<file path="config.mk">
export PLATFORM = sky130hd
export DESIGN_NAME = jtag_scan_sequencer_unit_flat
export DESIGN_NICKNAME = d
export VERILOG_FILES = /design/src/rtl/jss_pkg.sv /design/src/rtl/jss_cmd_if.sv /design/src/rtl/jss_rsp_if.sv /design/src/rtl/jss_step.sv /design/src/rtl/jtag_scan_sequencer_unit.sv /design/src/flat_wrapper.sv
export SDC_FILE = /design/constraint.sdc
export NUM_CORES = 1
export LEC_CHECK = 0
export ABC_CLOCK_PERIOD_IN_PS = 7040
export BUFFER_PORTS_ARGS = -buffer_cell sky130_fd_sc_hd__buf_2
export CORE_AREA = 3 3 198 200
export CTS_CLUSTER_DIAMETER = 100
export DETAILED_ROUTE_END_ITERATION = 6
export DIE_AREA = 0 0 201 203
export RECOVER_POWER = 100
export SLEW_MARGIN = 20
export SYNTH_ARGS = -nofsm -noshare
export SYNTH_HDL_FRONTEND = slang
export SYNTH_SLANG_ARGS = --single-unit
export TNS_END_PERCENT = 1
</file>
<file path="constraint.sdc">
create_clock -name clk -period 7.04 [get_ports clk]
set_clock_uncertainty 0.2 [all_clocks]
set_input_delay 0.352 -clock clk [delete_from_list [all_inputs] [get_ports clk]]
set_output_delay 0.352 -clock clk [all_outputs]
set_load 0.01 [all_outputs]
</file>
<file path="src/rtl/jss_pkg.sv">
`timescale 1ns / 1ps
`default_nettype none
// ----------------------------------------------------------------------------
// jss_pkg
// Shared types and codes of the JTAG scan sequencer.
// ----------------------------------------------------------------------------
package jss_pkg;

	// Command codes carried in the func field.
	localparam logic [2:0] FUNC_TICK     = 3'd0;
	localparam logic [2:0] FUNC_RESET    = 3'd1;
	localparam logic [2:0] FUNC_RUN_TEST = 3'd2;
	localparam logic [2:0] FUNC_SHIFT_IR = 3'd3;
	localparam logic [2:0] FUNC_SHIFT_DR = 3'd4;
	localparam logic [2:0] FUNC_RAW      = 3'd5;

	// Loaded operation kinds; these share the encoding of the load commands.
	localparam logic [2:0] OP_IDLE     = 3'd0;
	localparam logic [2:0] OP_RESET    = 3'd1;
	localparam logic [2:0] OP_RUN_TEST = 3'd2;
	localparam logic [2:0] OP_SHIFT_IR = 3'd3;
	localparam logic [2:0] OP_SHIFT_DR = 3'd4;

	// Scan phases.
	localparam logic [1:0] PH_PRE  = 2'd0;
	localparam logic [1:0] PH_BODY = 2'd1;
	localparam logic [1:0] PH_POST = 2'd2;

	// Number of TMS-high cycles of a TAP reset.
	localparam logic [6:0] RESET_HIGH_CYCLES = 7'd6;

	typedef struct packed {
		logic [2:0]  func;
		logic [15:0] bit_count;
		logic [63:0] shift_data;
		logic        tdo_bit;
		logic        tms_bit;
		logic        tdi_bit;
	} cmd_t;

	typedef struct packed {
		logic        tck_pulse;
		logic        tms_out;
		logic        tdi_out;
		logic [63:0] captured_data;
		logic        op_done;
		logic        seq_busy;
	} rsp_t;

	typedef struct packed {
		logic [2:0]  op_kind;
		logic [1:0]  phase;
		logic [6:0]  step_count;
		logic [15:0] bits_left;
		logic [63:0] out_shifter;
		logic [63:0] capture_word;
	} seq_state_t;

endpackage : jss_pkg
`default_nettype wire

</file>
<file path="src/rtl/jss_cmd_if.sv">
`timescale 1ns / 1ps
`default_nettype none
// ----------------------------------------------------------------------------
// jss_cmd_if
// Command channel of the JTAG scan sequencer: valid/ready plus one request.
// ----------------------------------------------------------------------------
interface jss_cmd_if;
	logic        valid;
	logic        ready;
	logic [2:0]  func;
	logic [15:0] bit_count;
	logic [63:0] shift_data;
	logic        tdo_bit;
	logic        tms_bit;
	logic        tdi_bit;

	modport source (
		output valid, func, bit_count, shift_data, tdo_bit, tms_bit, tdi_bit,
		input  ready
	);
	modport sink (
		input  valid, func, bit_count, shift_data, tdo_bit, tms_bit, tdi_bit,
		output ready
	);
endinterface : jss_cmd_if
`default_nettype wire

</file>
<file path="src/rtl/jss_rsp_if.sv">
`timescale 1ns / 1ps
`default_nettype none
// ----------------------------------------------------------------------------
// jss_rsp_if
// Result channel of the JTAG scan sequencer: valid/ready plus one result.
// ----------------------------------------------------------------------------
interface jss_rsp_if;
	logic        valid;
	logic        ready;
	logic        tck_pulse;
	logic        tms_out;
	logic        tdi_out;
	logic [63:0] captured_data;
	logic        op_done;
	logic        seq_busy;

	modport source (
		output valid, tck_pulse, tms_out, tdi_out, captured_data, op_done, seq_busy,
		input  ready
	);
	modport sink (
		input  valid, tck_pulse, tms_out, tdi_out, captured_data, op_done, seq_busy,
		output ready
	);
endinterface : jss_rsp_if
`default_nettype wire

</file>
<file path="src/rtl/jss_step.sv">
`timescale 1ns / 1ps
`default_nettype none
// ----------------------------------------------------------------------------
// jss_step
// Next-state and result logic for one command of the sequencer.
// ----------------------------------------------------------------------------
module jss_step
	import jss_pkg::*;
#(
	parameter int MAX_DR_BITS = 64,
	parameter int MAX_IR_BITS = 32
) (
	input  var seq_state_t st,
	input  var cmd_t       cmd,
	input  wire            drive_en,
	output seq_state_t     nxt,
	output logic           rsp_valid,
	output rsp_t           rsp
);

	localparam logic [15:0] IR_LIMIT = 16'(MAX_IR_BITS);
	localparam logic [15:0] DR_LIMIT = 16'(MAX_DR_BITS);

	always_comb begin
		logic        done;
		logic        is_ir;
		logic        pre_last;
		logic [15:0] count;

		nxt       = st;
		rsp_valid = 1'b0;
		rsp       = '0;
		done      = 1'b0;
		is_ir     = (st.op_kind == OP_SHIFT_IR);
		pre_last  = 1'b0;
		count     = cmd.bit_count;

		case (cmd.func) inside
			FUNC_TICK: begin
				if (st.op_kind != OP_IDLE) begin
					rsp_valid = 1'b1;
					if (!drive_en) begin
						// Pins released: report only, the operation holds.
						rsp.seq_busy = 1'b1;
						if (st.op_kind == OP_SHIFT_IR || st.op_kind == OP_SHIFT_DR) begin
							rsp.captured_data = st.capture_word;
						end
					end else begin
						rsp.tck_pulse = 1'b1;
						case (st.op_kind)
							OP_RESET: begin
								if (st.step_count < RESET_HIGH_CYCLES) begin
									rsp.tms_out    = 1'b1;
									nxt.step_count = st.step_count + 7'd1;
								end else begin
									done = 1'b1;
								end
							end
							OP_RUN_TEST: begin
								nxt.bits_left = st.bits_left - 16'd1;
								done          = (st.bits_left == 16'd1);
							end
							default: begin
								case (st.phase)
									PH_PRE: begin
										if (is_ir) begin
											rsp.tms_out = (st.step_count < 7'd2);
											pre_last    = (st.step_count == 7'd3);
										end else begin
											rsp.tms_out = (st.step_count < 7'd1);
											pre_last    = (st.step_count == 7'd2);
										end
										if (pre_last) begin
											nxt.step_count = '0;
											nxt.phase = (st.bits_left == 16'd0) ? PH_POST : PH_BODY;
										end else begin
											nxt.step_count = st.step_count + 7'd1;
										end
									end
									PH_BODY: begin
										rsp.tdi_out = st.out_shifter[0];
										rsp.tms_out = (st.bits_left == 16'd1);
										if (cmd.tdo_bit) begin
											nxt.capture_word[st.step_count[5:0]] = 1'b1;
										end
										nxt.out_shifter = {1'b0, st.out_shifter[63:1]};
										nxt.bits_left   = st.bits_left - 16'd1;
										if (st.bits_left == 16'd1) begin
											nxt.phase      = PH_POST;
											nxt.step_count = '0;
										end else begin
											nxt.step_count = st.step_count + 7'd1;
										end
									end
									default: begin
										rsp.tms_out = (st.step_count == 7'd0);
										if (st.step_count == 7'd0) begin
											nxt.step_count = 7'd1;
										end else begin
											done = 1'b1;
										end
									end
								endcase
								rsp.captured_data = nxt.capture_word;
							end
						endcase
						rsp.op_done = done;
						if (done) begin
							nxt.op_kind    = OP_IDLE;
							nxt.phase      = PH_PRE;
							nxt.step_count = '0;
							nxt.bits_left  = '0;
						end
						rsp.seq_busy = (nxt.op_kind != OP_IDLE);
					end
				end
			end
			FUNC_RESET, FUNC_RUN_TEST, FUNC_SHIFT_IR, FUNC_SHIFT_DR: begin
				if (cmd.func == FUNC_SHIFT_IR && count > IR_LIMIT) begin
					count = IR_LIMIT;
				end
				if (cmd.func == FUNC_SHIFT_DR && count > DR_LIMIT) begin
					count = DR_LIMIT;
				end
				nxt.op_kind      = cmd.func;
				nxt.phase        = PH_PRE;
				nxt.step_count   = '0;
				nxt.bits_left    = count;
				nxt.out_shifter  = cmd.shift_data;
				nxt.capture_word = '0;
				// A run-test with a bit_count of zero has nothing to do.
				if (cmd.func == FUNC_RUN_TEST && count == 16'd0) begin
					nxt.op_kind = OP_IDLE;
				end
			end
			FUNC_RAW: begin
				rsp_valid    = 1'b1;
				rsp.seq_busy = (st.op_kind != OP_IDLE);
				if (drive_en) begin
					rsp.tck_pulse     = 1'b1;
					rsp.tms_out       = cmd.tms_bit;
					rsp.tdi_out       = cmd.tdi_bit;
					rsp.captured_data = {63'd0, cmd.tdo_bit};
					rsp.op_done       = 1'b1;
				end
			end
			default: begin
				rsp_valid = 1'b0;
			end
		endcase
	end

endmodule : jss_step
`default_nettype wire

</file>
<file path="src/rtl/jtag_scan_sequencer_unit.sv">
`timescale 1ns / 1ps
`default_nettype none
// ----------------------------------------------------------------------------
// jtag_scan_sequencer_unit
// Host-side JTAG TAP sequencer: loads reset, run-test and IR/DR scans, plays
// them one TCK cycle per tick request while drive_enable is set, and drives raw cycles.
//
//   channel | dir | handshake        | content
//   cmd     | in  | valid/ready      | func, bit_count, shift_data, tdo/tms/tdi
//   rsp     | out | valid/ready      | pin levels, capture word, done, busy
//   cfg     | in  | cfg_we, no ready | drive_enable in cfg_wdata
//
// One request is accepted per clock while cmd.ready is high. An accepted
// request sits in the input register; its result is loaded into the result
// register once that register is empty or being taken by rsp.ready.
// Commands that load an operation, ticks while idle and unknown codes
// produce no result. A stalled result holds the result register and, once
// the input register is also full, cmd.ready drops.
// arst_n clears the sequencer to idle and drive_enable to zero.
// ----------------------------------------------------------------------------
module jtag_scan_sequencer_unit
	import jss_pkg::*;
#(
	parameter int MAX_DR_BITS = 64,
	parameter int MAX_IR_BITS = 32
) (
	input  wire        clk,
	input  wire        arst_n,
	jss_cmd_if.sink    cmd,
	jss_rsp_if.source  rsp,
	input  wire        cfg_we,
	input  wire        cfg_wdata
);

	logic       drive_enable_q;
	logic       valid_s1;
	cmd_t       cmd_s1;
	logic       valid_s2;
	rsp_t       rsp_s2;
	seq_state_t state_q;
	seq_state_t state_nxt;
	logic       step_valid;
	rsp_t       step_rsp;
	logic       adv_s2;
	logic       take_s1;

	assign adv_s2    = !valid_s2 || rsp.ready;
	assign take_s1   = valid_s1 && adv_s2;
	assign cmd.ready = !valid_s1 || adv_s2;

	always_ff @(posedge clk or negedge arst_n) begin
		if (!arst_n) begin
			drive_enable_q <= 1'b0;
		end else if (cfg_we) begin
			drive_enable_q <= cfg_wdata;
		end
	end

	always_ff @(posedge clk or negedge arst_n) begin
		if (!arst_n) begin
			valid_s1 <= 1'b0;
		end else if (cmd.ready) begin
			valid_s1 <= cmd.valid;
		end
	end

	always_ff @(posedge clk) begin
		if (cmd.valid && cmd.ready) begin
			cmd_s1.func       <= cmd.func;
			cmd_s1.bit_count  <= cmd.bit_count;
			cmd_s1.shift_data <= cmd.shift_data;
			cmd_s1.tdo_bit    <= cmd.tdo_bit;
			cmd_s1.tms_bit    <= cmd.tms_bit;
			cmd_s1.tdi_bit    <= cmd.tdi_bit;
		end
	end

	jss_step #(
		.MAX_DR_BITS (MAX_DR_BITS),
		.MAX_IR_BITS (MAX_IR_BITS)
	) u_step (
		.st        (state_q),
		.cmd       (cmd_s1),
		.drive_en  (drive_enable_q),
		.nxt       (state_nxt),
		.rsp_valid (step_valid),
		.rsp       (step_rsp)
	);

	always_ff @(posedge clk or negedge arst_n) begin
		if (!arst_n) begin
			state_q  <= '0;
			valid_s2 <= 1'b0;
		end else if (adv_s2) begin
			valid_s2 <= take_s1 && step_valid;
			if (take_s1) begin
				state_q <= state_nxt;
			end
		end
	end

	always_ff @(posedge clk) begin
		if (take_s1 && step_valid) begin
			rsp_s2 <= step_rsp;
		end
	end

	assign rsp.valid         = valid_s2;
	assign rsp.tck_pulse     = rsp_s2.tck_pulse;
	assign rsp.tms_out       = rsp_s2.tms_out;
	assign rsp.tdi_out       = rsp_s2.tdi_out;
	assign rsp.captured_data = rsp_s2.captured_data;
	assign rsp.op_done       = rsp_s2.op_done;
	assign rsp.seq_busy      = rsp_s2.seq_busy;

	// The idle state always carries a cleared position.
	a_idle_clean: assert property (@(posedge clk) disable iff (!arst_n)
		state_q.op_kind == OP_IDLE |->
			(state_q.phase == PH_PRE && state_q.step_count == '0 && state_q.bits_left == '0))
		else $error("idle sequencer with stale position");

	// A loaded run-test always has cycles left.
	a_run_nonzero: assert property (@(posedge clk) disable iff (!arst_n)
		state_q.op_kind == OP_RUN_TEST |-> state_q.bits_left != '0)
		else $error("run-test with zero cycles left");

	// The scan body is entered only with bits still to shift.
	a_body_nonzero: assert property (@(posedge clk) disable iff (!arst_n)
		state_q.phase == PH_BODY |-> state_q.bits_left != '0)
		else $error("scan body with no bits left");

	// A result without a TCK pulse never reports pin activity or completion.
	a_released_quiet: assert property (@(posedge clk) disable iff (!arst_n)
		valid_s2 && !rsp_s2.tck_pulse |->
			(!rsp_s2.op_done && !rsp_s2.tms_out && !rsp_s2.tdi_out))
		else $error("released result shows pin activity");

endmodule : jtag_scan_sequencer_unit
`default_nettype wire
</file>
<file path="src/flat_wrapper.sv">
// flat-port wrapper written by rule: the top's interface ports become plain ports
module jtag_scan_sequencer_unit_flat import jss_pkg::*;
#(
	parameter int MAX_DR_BITS = 64,
	parameter int MAX_IR_BITS = 32
)
  (clk, arst_n, cfg_we, cfg_wdata, cmd_valid, cmd_func, cmd_bit_count, cmd_shift_data, cmd_tdo_bit, cmd_tms_bit, cmd_tdi_bit, cmd_ready, rsp_valid, rsp_tck_pulse, rsp_tms_out, rsp_tdi_out, rsp_captured_data, rsp_op_done, rsp_seq_busy, rsp_ready);
  jss_cmd_if cmd_i ();
  jss_rsp_if rsp_i ();
  input  wire clk;
  input  wire arst_n;
  input  wire cfg_we;
  input  wire cfg_wdata;
  input wire logic [$bits(cmd_i.valid)-1:0] cmd_valid;
  input wire logic [$bits(cmd_i.func)-1:0] cmd_func;
  input wire logic [$bits(cmd_i.bit_count)-1:0] cmd_bit_count;
  input wire logic [$bits(cmd_i.shift_data)-1:0] cmd_shift_data;
  input wire logic [$bits(cmd_i.tdo_bit)-1:0] cmd_tdo_bit;
  input wire logic [$bits(cmd_i.tms_bit)-1:0] cmd_tms_bit;
  input wire logic [$bits(cmd_i.tdi_bit)-1:0] cmd_tdi_bit;
  output wire logic [$bits(cmd_i.ready)-1:0] cmd_ready;
  output wire logic [$bits(rsp_i.valid)-1:0] rsp_valid;
  output wire logic [$bits(rsp_i.tck_pulse)-1:0] rsp_tck_pulse;
  output wire logic [$bits(rsp_i.tms_out)-1:0] rsp_tms_out;
  output wire logic [$bits(rsp_i.tdi_out)-1:0] rsp_tdi_out;
  output wire logic [$bits(rsp_i.captured_data)-1:0] rsp_captured_data;
  output wire logic [$bits(rsp_i.op_done)-1:0] rsp_op_done;
  output wire logic [$bits(rsp_i.seq_busy)-1:0] rsp_seq_busy;
  input wire logic [$bits(rsp_i.ready)-1:0] rsp_ready;
  assign cmd_i.valid = cmd_valid;
  assign cmd_i.func = cmd_func;
  assign cmd_i.bit_count = cmd_bit_count;
  assign cmd_i.shift_data = cmd_shift_data;
  assign cmd_i.tdo_bit = cmd_tdo_bit;
  assign cmd_i.tms_bit = cmd_tms_bit;
  assign cmd_i.tdi_bit = cmd_tdi_bit;
  assign cmd_ready = cmd_i.ready;
  assign rsp_valid = rsp_i.valid;
  assign rsp_tck_pulse = rsp_i.tck_pulse;
  assign rsp_tms_out = rsp_i.tms_out;
  assign rsp_tdi_out = rsp_i.tdi_out;
  assign rsp_captured_data = rsp_i.captured_data;
  assign rsp_op_done = rsp_i.op_done;
  assign rsp_seq_busy = rsp_i.seq_busy;
  assign rsp_i.ready = rsp_ready;
  jtag_scan_sequencer_unit #(.MAX_DR_BITS(MAX_DR_BITS), .MAX_IR_BITS(MAX_IR_BITS)) u_core (.clk(clk), .arst_n(arst_n), .cmd(cmd_i), .rsp(rsp_i), .cfg_we(cfg_we), .cfg_wdata(cfg_wdata));
endmodule
</file>
[After elaboration in Yosys (flattened, before gate mapping)]
Index checks and enable logic that the tools add are counted.
Cells by class
  reductions and logical operators: 29
  bitwise logic cells: 1
  $add $sub $neg: 2
  magnitude comparators: 7
  multiplexer cells: 65
  equal/unequal tests: 26
Operator list (count)
  156-bit 2-to-1 mux: 4
  69-bit 2-to-1 mux: 4
  64-bit 2-to-1 mux: 3
  144-bit 2-to-1 mux: 1
  128-bit 2-to-1 mux: 1
  28-bit 2-to-1 mux: 4
  16-bit 2-to-1 mux: 6
  68-bit 2-to-1 mux: 1
  65-bit 2-to-1 mux: 1
  64-bit OR: 1
  16-bit logical NOT: 2
  16-bit one-hot mux with 2 select lines: 1
  7-bit 2-to-1 mux: 4
  7-bit one-hot mux with 2 select lines: 2
  1-bit 2-to-1 mux: 22
  16-bit by 1-bit == test with 1-bit output (second input constant): 1
  16-bit by 6-bit > comparator with 1-bit output (second input constant): 1
  16-bit by 7-bit > comparator with 1-bit output (second input constant): 1
  16-bit by 1-bit subtractor with 16-bit output (second input constant): 1
  7-bit by 2-bit == test with 1-bit output (second input constant): 2
  7-bit AND reduction: 2
  3-bit by 2-bit == test with 1-bit output (second input constant): 4
  4-bit inequality test (second input constant): 3
  3-bit == test (second input constant): 3
  33 further kinds: 55
Storage, ports and cells
  output and inout bits: 71
  register bits after elaboration: 314
  input bits: 92
  word-level logic and storage cells: 151

[Depth between registers and ports, before layout]
  depth in word-level cells: 18
  depth in mapped cells: 10
  depth with buffers taken out: 8

[Hierarchy]
Synthesis repeated with hierarchy kept, for this count alone.
Second synthesis, totals
  cells, all modules: 1513
  area, all modules: 17133.9 um^2
Modules (own cells, without submodules)
  jtag_scan_sequencer_unit: cells each 497, sequential area each 8633.3 um^2, area each 11212.0 um^2, instances 1
  jss_step: cells each 1016, sequential area each 0.0 um^2, area each 5921.9 um^2, instances 1

[Least setup slack after synthesis]
No wires, ideal clock.
  path kind: reg2reg
  start: register u_core.state_q[155] (netlist bit)
  end: register u_core.valid_s2, in the netlist u_core.rsp.valid
  setup time: 0.094 ns
  required time: 6.746 ns
  cell stages (with the launch flop): 7
  slack: 0.532 ns
  path buffers: 1
  arrival time: 6.214 ns
  period minus slack after synthesis: 6.508 ns
  cell sequence: dfrtp_1 -> buf_1 -> nor3_1 -> nor3_1 -> a21oi_1 -> nor3_1 -> or2_2
Between the ends
  word-level cells in the longest chain between the ends: 4
Ends and longest elaborated chain
  start, declared: line jtag_scan_sequencer_unit.sv:40  | seq_state_t state_q;
  start signal, assigned: line jtag_scan_sequencer_unit.sv:97  | state_q <= state_nxt;
  3-bit nonzero test: line jss_step.sv:40  | if (st.op_kind != OP_IDLE) begin
  1-bit 2-to-1 mux: line jss_step.sv:40
  1-bit 2-to-1 mux: line jss_step.sv:38  | case (cmd.func) inside
  1-bit logical AND: line jtag_scan_sequencer_unit.sv:95  | valid_s2 <= take_s1 && step_valid;
  end signal, assigned: line jtag_scan_sequencer_unit.sv:95
  end, declared: line jtag_scan_sequencer_unit.sv:38  | logic valid_s2;
Every way passes these cells.
A chain may end at the register's enable or synchronous reset.

==> run summary <==
The flow ran to the end, but the final reports show violations. The final reports fail on max-capacitance violations, max-slew violations. The number of hold buffers added after CTS came out at 92. For the worst-skew pair, the clock arrives at the later sink with an insertion delay of roughly 0.53 ns.

The power consumption is just under 5 mW. The number of global-route vias before repair is 9927. The post-cts repair resize count is 0. The number of nets handed over by synthesis was 1238.

The cell area power density is between 200 and 300 nW/um2. In this run the critical register-to-register path is launched from u_core.cmd_s1[83]. The library cell used most frequently in the layout, excluding fill and tap cells, is sky130_fd_sc_hd__nor2_1. The switching power total came out at 1.25 mW.

The transition time of the tightest slew-check pin came out at 3.46 ns. The number of remaining DRC errors came out at 0. The internal reg-to-reg setup slack came out at about 2.1 ns.

The detailed-router iteration count before antenna repair is 5. The number of max-capacitance violations reported is 3. The worst hold path belongs to the class input pin to async pin. The count of cells along the worst register-to-register path came out at 4. The area used by sequential logic in the layout came out at 8630 um2. The critical path endpoint category is a flip-flop. Once detail routing completed, the nets flagged for antenna violations numbered 0.

The net count of the finished layout is 1471. The total negative setup slack came out at 0 ns. The violation count after the first detailed-routing iteration is 795.

The worst setup path is of the flip-flop to flip-flop kind. In the routed layout, each cell is associated on average with a via count of around 5.3. STA classifies the critical path startpoint as a flip-flop. The number of rows created at floorplan came out at slightly above 70. Among all flip-flop cells after synthesis, the most frequent one is sky130_fd_sc_hd__dfrtp_1.

After global routing the overflow that remains totals 0. Summed over all nets, the half-perimeter wirelength after detailed placement is 20100 um. The synthesized instance count came out at 1142. The worst hold slack after final layout came out at 0.262 ns. The synthesis-to-finish area growth came out at 25.7%.

The largest fanout of any net on the critical path is 70. The die outline area is 40800 um2. The average wire length per cell after detail routing is ~18 um. The worst path required time is between 7 and 8 ns. The leakage component of the power came out at 6.13 nW. The data arrival at the endpoint of the critical path is 5.01 ns. The synthesized design contains 155 enable-type register cells. The area used by multi-input combinational logic is 4100 um2. The clock tree from TritonCTS is yes. The TritonCTS sink count came out at ~310.

The repair_antennas step left the layout with diodes totalling 0. OpenSTA, run right after detailed placement, puts the worst setup slack at ~3.7 ns. The cell area that synthesis handed to floorplanning was 13100 um2.

The unique cell type count in the Yosys netlist is 64. The initial standard-cell utilization of the core came out at 0.348. The combinational share of power came out at 0.124. The final-layout fill cell count is between 3000 and 4000.

The clock network power share came out at 0.410. The maximum clock path buffer count is 3. The fraction of the yosys area taken by sequential cells is 0.660. The total clock buffers created by CTS is 36. The part of the cycle the worst path needs is 0.700. The net switching share of the total power came out at 0.259. The number of synthesized register bits came out at 314. The internal power component is 3.57 mW.

The warning count from the yosys run came out at 0. The critical path startpoint is u_core.cmd_s1[83]. The proportion of synthesized flip-flops having asynchronous set or reset came out at 0.506. The max-slew violation count came out at 100. The largest stage delay on the critical path is around 2.4 ns. Broken down by cell family, the worst path's largest delay share belongs to buffers and inverters. Walking the worst path, the cells encountered are nor3_4, clkbuf_1, nand3_1, o21ai_0. The share of power burned in registers came out at 0.465. In the layout the commonest cells are sky130_fd_sc_hd__nor2_1, sky130_fd_sc_hd__dfrtp_1, sky130_fd_sc_hd__edfxtp_1. The hold violation total from the final report came to 0. The cell sitting at the root of the clock tree is a sky130_fd_sc_hd__clkbuf_16. Summed over all layers, the routed wires come to 34100 um.

The number of buffers and inverters on the critical path came out at 1. Setup repair after global routing left no endpoint under its margin. Timing would allow up to 203 MHz. In the final layout, the share of cells above drive strength 1 is 0.117.

The number of antenna violations at the first check in global routing is 1. The final-report setup violation count is 0. The minimum clock period after layout is 4.93 ns.

The peak ir drop on the vdd network is a little over 0.3 mV. The number of top-level pins came out at around 160. The width of the die came out at 201 um.

The normalized max-slew margin is -1.30. From bottom edge to top edge, the die measures 203 um. The mean instance size in the synthesized netlist came out at 11.4 um2. The maximum number of pins on one net before global-route repair is 97.

The worst register-to-register path ends at u_core.rsp.tms_out. The count of vias placed by the detailed router came out at 10100. The clock transition at the register clock pins on the worst setup and hold paths after CTS is 0.05 ns. The wire length of the first global-routing pass is 54600 um. The slack of the critical path is 2.11 ns. The area of the placeable core came out at 37600 um2. After clock tree synthesis, the setup repair step added 0 buffers. The number of H-tree levels is 2. For this design, the slowest cell found on the critical path is sky130_fd_sc_hd__clkbuf_1.

The final estimated routing congestion in global placement is about 0.88. The aggregate global-route resource usage came out at 0.164. The number of input and output port buffers inserted is 162.
synth_stat cells, types with 4 or more instances:
master                      instances  area [um2]
sky130_fd_sc_hd__a21oi_1          134         671
sky130_fd_sc_hd__a221oi_1           4        35.0
sky130_fd_sc_hd__a22o_1             8        70.1
sky130_fd_sc_hd__a22oi_1           78         586
sky130_fd_sc_hd__a31oi_1           12        75.1
sky130_fd_sc_hd__buf_2              7        35.0
sky130_fd_sc_hd__clkbuf_1          66         248
sky130_fd_sc_hd__dfrtp_1          159        3980
sky130_fd_sc_hd__edfxtp_1         155        4650
sky130_fd_sc_hd__ha_1               4        50.1
sky130_fd_sc_hd__inv_1             12        45.0
sky130_fd_sc_hd__nand2_1           37         139
sky130_fd_sc_hd__nand2b_1           7        43.8
sky130_fd_sc_hd__nand3_1            8        40.0
sky130_fd_sc_hd__nand3b_1           7        52.6
sky130_fd_sc_hd__nor2_1           231         867
sky130_fd_sc_hd__nor2b_1            6        37.5
sky130_fd_sc_hd__nor3_1            20         100
sky130_fd_sc_hd__nor4_1             7        43.8
sky130_fd_sc_hd__o211ai_1           4        30.0
sky130_fd_sc_hd__o21ai_0           19        95.1
sky130_fd_sc_hd__o22ai_1           69         432
sky130_fd_sc_hd__o2bb2ai_1         10        87.6
sky130_fd_sc_hd__or2_2              6        37.5
sky130_fd_sc_hd__or3_1              8        50.1
sky130_fd_sc_hd__or4_1              5        37.5
worst max path at each step:
stage                               end  slack [ns]  depth (start not counted)
floorplan              u_core.rsp.valid        0.53                          6
global placement    u_core.state_q[148]        3.85                          6
detailed placement  u_core.state_q[147]        3.74                          6
CTS                 u_core.state_q[147]        3.72                          6
global route        u_core.state_q[138]        1.77                          6
finish               u_core.rsp.tms_out        2.11                          4
metal layers:
metal / wire (um) / track usage / up-vias
met3: 2410 / 0.0361 / 66
met5: 13 / 0 / -
met4: 920 / 0.0595 / 2
met1: 15200 / 0.229 / 4919
li1: - / - / 4728
met2: 15600 / 0.253 / 390
logic make-up (layout without fill, tap and decap cells):
| logic type | Yosys count | count (layout) | synth area share |
|---|---|---|---|
| AOI/OAI and AO/OA | 365 | 365 | 0.179 |
| xor gates and xnor gates | 1 | 1 | 0.000670 |
| adders and majority gates | 4 | 4 | 0.00383 |
| buffers and inverters | 91 | 350 | 0.0282 |
| DFF | 314 | 314 | 0.660 |
| muxes | 5 | 5 | 0.00440 |
| and+or+nand+nor | 362 | 362 | 0.123 |
power groups by stage:
stage          registers, mW  clock network, mW  logic [mW]
6_report                2.24               1.98       0.600
5_1_grt                 2.27               2.11       0.669
4_1_cts                 2.24               2.03       0.612
3_5_place_dp            2.27                  0       0.572
3_3_place_gp            2.27                  0       0.558
2_1_floorplan           2.23                  0       0.410
metrics by stage:
stage | util | instance area, um2 | std cells
final | 0.437 | 16400 | 1912
after global routing | 0.437 | 16400 | 1912
after CTS | 0.442 | 16600 | 1911
after detailed placement | 0.384 | 14400 | 1755
after global placement | 0.384 | 14400 | 1755
after floorplan | - | 13100 | 1142
state kept, by name, summed over array words and instances (netlist names):
name	count
u_core.cmd_s1	86
u_core.rsp.valid	1
u_core.drive_enable_q	1
u_core.rsp.op_done	1
u_core.valid_s1	1
u_core.rsp.seq_busy	1
u_core.state_q	156
u_core.rsp.tms_out	1
u_core.rsp.tdi_out	1
u_core.rsp.captured_data	64
u_core.rsp.tck_pulse	1
layout make-up:
cell class              instances  share of cell area
clock inverters                19              0.0171
clock buffers                  45              0.0588
inverters                      12             0.00274
multi-input cells             737               0.249
flip-flops and latches        314               0.526
well taps                     511              0.0389
repair buffers                274               0.107
Power figures use the tool's default switching activity.
